$ cat src/rtl/lbq_pkg.sv
// Shared types and constants of the level bucket queue.
// Used by the core, the level scanner and the port checker; depends on nothing.
package lbq_pkg;

  localparam int LEVELS    = 64;
  localparam int CAPACITY  = 1024;
  localparam int NODE_BITS = 16;
  localparam int LVL_W     = $clog2(LEVELS);
  localparam int SLOT_W    = $clog2(CAPACITY);
  localparam int CNT_W     = $clog2(CAPACITY + 1);

  localparam logic [1:0] REQ_PUT   = 2'd0;
  localparam logic [1:0] REQ_MIN   = 2'd1;
  localparam logic [1:0] REQ_MAX   = 2'd2;
  localparam logic [1:0] REQ_CLEAR = 2'd3;

  localparam logic [1:0] ST_OK    = 2'd0;
  localparam logic [1:0] ST_EMPTY = 2'd1;
  localparam logic [1:0] ST_FULL  = 2'd2;
  localparam logic [1:0] ST_LIMIT = 2'd3;

  typedef struct packed {
    logic [1:0]           req_type;
    logic [NODE_BITS-1:0] node_id;
    logic [LVL_W-1:0]     node_level;
  } in_item_t;

  typedef struct packed {
    logic [NODE_BITS-1:0] out_node_id;
    logic [LVL_W-1:0]     out_level;
    logic [1:0]           status;
  } out_item_t;

  typedef struct packed {
    logic [SLOT_W-1:0] head;
    logic [SLOT_W-1:0] tail;
  } bkt_ent_t;

  typedef struct packed {
    logic             found;
    logic [LVL_W-1:0] level;
  } scan_res_t;

endpackage

$ cat src/rtl/lbq_scan.sv
// Priority encoder over the per-level occupancy flags of the bucket queue.
// Finds the lowest or highest occupied level inside the tracked window; uses lbq_pkg.
module lbq_scan (
  input  logic [lbq_pkg::LEVELS-1:0] flags,
  input  logic [lbq_pkg::LVL_W-1:0]  lo,
  input  logic [lbq_pkg::LVL_W-1:0]  hi,
  input  logic                       from_top,
  output lbq_pkg::scan_res_t         res
);
  import lbq_pkg::*;

  logic [LEVELS-1:0] masked;

  always_comb begin
    for (int i = 0; i < LEVELS; i++) begin
      masked[i] = flags[i] && (LVL_W'(i) >= lo) && (LVL_W'(i) <= hi);
    end
  end

  always_comb begin
    res.found = |masked;
    res.level = '0;
    if (from_top) begin
      for (int i = 0; i < LEVELS; i++) begin
        if (masked[i]) begin
          res.level = LVL_W'(i);
        end
      end
    end else begin
      for (int i = LEVELS - 1; i >= 0; i--) begin
        if (masked[i]) begin
          res.level = LVL_W'(i);
        end
      end
    end
  end

endmodule

$ cat config.mk
export PLATFORM = sky130hd
export DESIGN_NAME = lbq_scan
export DESIGN_NICKNAME = d
export VERILOG_FILES = /design/src/rtl/lbq_pkg.sv /design/src/rtl/lbq_scan.sv
export SDC_FILE = /design/constraint.sdc
export NUM_CORES = 1
export LEC_CHECK = 0
export BUFFER_PORTS_ARGS = -buffer_cell sky130_fd_sc_hd__buf_2
export CORE_ASPECT_RATIO = 0.9
export CORE_MARGIN = 2
export CORE_UTILIZATION = 45
export DETAILED_ROUTE_END_ITERATION = 12
export PLACE_DENSITY = 0.69
export RECOVER_POWER = 100
export REMOVE_ABC_BUFFERS = 1
export SLEW_MARGIN = 30
export SYNTH_ARGS = -nofsm -noshare
export SYNTH_HDL_FRONTEND = slang
export SYNTH_SLANG_ARGS = --single-unit
export TNS_END_PERCENT = 100
$ cat constraint.sdc
create_clock -name vclk -period 3
set_clock_uncertainty 0.05 [all_clocks]
set_input_delay 0.3 -clock vclk [all_inputs]
set_output_delay 0.3 -clock vclk [all_outputs]
set_load 0.01 [all_outputs]
==> metrics <==
outcome=complete, but fails checks; failing checks=negative setup slack; RSZ-0062 raised after global routing=true; Die Footprint=8098 sq um; HP Start=from_top; Post-Synth Adder-Cell Area=0; die height=85.57 microns; Slew Viols, Final=0; Top Ports=84; number of global-route vias before repair=5073; Slew @ Worst Pin=535.7 ps; relative slew slack=0.6395; Area growth syn-to-layout=58.48%; hold path cells=4; gpl congestion=1.069; post-synthesis simple-gate area fraction=0.3584; main combinational cell family by area after synthesis=compound AO/OA/AOI/OAI gates; total power=958.9 uW; final setup fails=2; CP dominant cell by count=buf_4; fin crit period=3007 ps; post-DP HPWL=14.16 mm; Avg Inst Size Synth=6.460 sq um; Overflow after GRT=0; pwr/cell area=181.9 nW/um^2; Initial Util=0.4678; Min-Delay Path Class=in2out; Post-Place Worst Slack=-130.3 ps; Die W=94.64 microns; hold buffers post-CTS=0; Yosys top cell area share=0.06318; post-synthesis compound-gate area fraction=0.5427; final std cells w/o fill=824; Total GRT Usage=0.4145; crit-path cells=buf_8 > buf_4 > buf_4 > o41ai_2 > nand2_1 > a21oi_1 > or2_1 > o21ai_1 > a211oi_1 > o31ai_1 > a311o_1 > buf_2; CP endpoint kind=output pin; wire per inst=21.49 microns; vias per cell=6.712; Core Footprint=7112 sq um; max incr delay on CP=310 ps; initial antenna violation count=0; Rows=29; register area share after synthesis=0; seq_cells=0; critical path data required time=2650 ps; post-synth design cell area=3327 sq um; dpl cells=812; Final Cycle Share=1.002; fmax=332.5 MHz; TritonRoute pass-1 iters=5; largest area contributor in the netlist=a21oi_1; largest net degree at the start of global routing=20; vias after detailed routing=5531; critical path's slowest cell=o41ai_2; worst hold endpoint=res[4]; synthesized instance count=515; worst hold slack=1008 ps; endpoints failing hold=0; top cells by area, synth=a21oi_1 (6.3%), o21ai_0 (6.2%), nand2_1 (5.4%); Register Area=0 sq um; final worst slack=-7.264 ps; mux cell area share after synthesis=0; nets=810; Peak VDD IR=0.1496 mV; Synth warnings=0; Port Buffers=84; antenna viol nets, final=0; initial DRC count=547; CP startpoint kind=primary input; post-route DRC violation count=0; # diodes=0; Max Cap Viol=0; worst path arrival time=2660 ps; first-pass GRT wire length=26.30 mm; critical path class=in2out; Clock buffer cells=0; final WL=17.71 mm; XOR/XNOR share of the synthesized area=0; layout cells sized above 1=0.4446; Leak=2.341 nW; synth unique cells=84; CP max FO=11; Final Util=0.7414
report_power, final:
part           total [mW]  switching [mW]  leakage, nW  internal (mW)
Clock                   0               0            0              0
Combinational       0.959           0.518         2.34          0.440
Sequential              0               0            0              0
layer usage:
layer / up-vias / part of all wire / track usage
li1: 2512 / - / -
met3: 81 / 0.12 / 0.07381
met4: 0 / 0.050 / 0.1515
met2: 417 / 0.42 / 0.6447
met5: - / 0 / 0
met1: 2521 / 0.40 / 0.5711
layout by cell type (no fill, tap or decap), types with 4 or more instances in the layout:
cell type,synthesis,final
o21ai_0,41,33
nor3_1,16,11
and2_1,15,13
buf_12,0,5
o221ai_1,7,6
a21oi_1,42,38
a21oi_2,1,5
nor3_2,2,7
buf_4,13,158
nor2_1,39,37
o21a_1,6,6
nand3_1,20,18
buf_6,7,15
a31oi_1,7,5
nor4_1,8,6
o31ai_1,5,5
a21o_1,11,11
inv_1,15,15
a211oi_1,12,10
or4_1,5,5
nand2b_1,10,10
buf_2,17,73
and4_1,5,4
and3_1,8,8
o211ai_1,18,18
nand2_1,48,46
o31a_1,4,4
o2111ai_1,20,17
or3_4,2,4
o2111a_1,6,6
o21ai_1,7,13
nand4_1,14,14
o2111ai_2,1,4
cell usage after synthesis, types with 3 or more instances:
| cell | instances |
|---|---|
| nand2_1 | 48 |
| a21oi_1 | 42 |
| o21ai_0 | 41 |
| nor2_1 | 39 |
| nand3_1 | 20 |
| o2111ai_1 | 20 |
| o211ai_1 | 18 |
| buf_2 | 17 |
| nor3_1 | 16 |
| and2_1 | 15 |
| inv_1 | 15 |
| nand4_1 | 14 |
| buf_4 | 13 |
| a211oi_1 | 12 |
| a21o_1 | 11 |
| nand2b_1 | 10 |
| and3_1 | 8 |
| nor4_1 | 8 |
| a31oi_1 | 7 |
| buf_6 | 7 |
| o21ai_1 | 7 |
| o221ai_1 | 7 |
| o2111a_1 | 6 |
| o21a_1 | 6 |
| and4_1 | 5 |
| o31ai_1 | 5 |
| or4_1 | 5 |
| a211o_1 | 4 |
| a21boi_0 | 4 |
| o31a_1 | 4 |
| o211a_1 | 3 |
| o21bai_1 | 3 |
| o311a_1 | 3 |
| or3_1 | 3 |
worst max-delay path, delay by kind of cell:
family / cells / cell delay [ps]
buffers and inverters: 4 / 620
AND/OR/NAND/NOR: 2 / 330
AO/OA/AOI/OAI: 6 / 1400
cell type report:
cell class | instances | area, sq um
Multi-Input combinational cell | 460 | 3216
Timing Repair Buffer | 255 | 1881
Fill cell | 619 | 1839
Tap cell | 93 | 116.4
Inverter | 16 | 60.06
cells by family (layout without fill, tap and decap cells):
| kind of cell | after synthesis | after routing |
|---|---|---|
| buffers and inverters | 55 | 271 |
| AO/OA/AOI/OAI | 242 | 242 |
| AND/OR/NAND/NOR | 218 | 218 |
worst max-delay path by stage:
| stage | startpoint | end | slack (ps) | depth (start not counted) |
|---|---|---|---|---|
| 2_1_floorplan | hi[1] | res[3] | 560 | 8 |
| 3_3_place_gp | hi[3] | res[0] | -120 | 11 |
| 3_5_place_dp | hi[3] | res[0] | -130 | 11 |
| 4_1_cts | hi[4] | res[3] | 1 | 12 |
| 5_1_grt | hi[4] | res[1] | -50 | 13 |
| 6_report | lo[3] | res[2] | -7 | 12 |
repair_timing:
action | in CTS | in global routing
gates resized for setup | 30 | 66
gates cloned | 0 | 1
pin swaps | 4 | 25
buffers inserted | 0 | 12
setup endpoints to repair | 5 | 7
metrics by stage:
step	TNS (ps)	area [sq um]
after floorplan	0	3058
after global placement	-247.1	4813
after detailed placement	-398.7	4813
after CTS	0	4917
after global routing	-145.5	5273
final	-12.91	5273
Power figures use the tool's default switching activity.
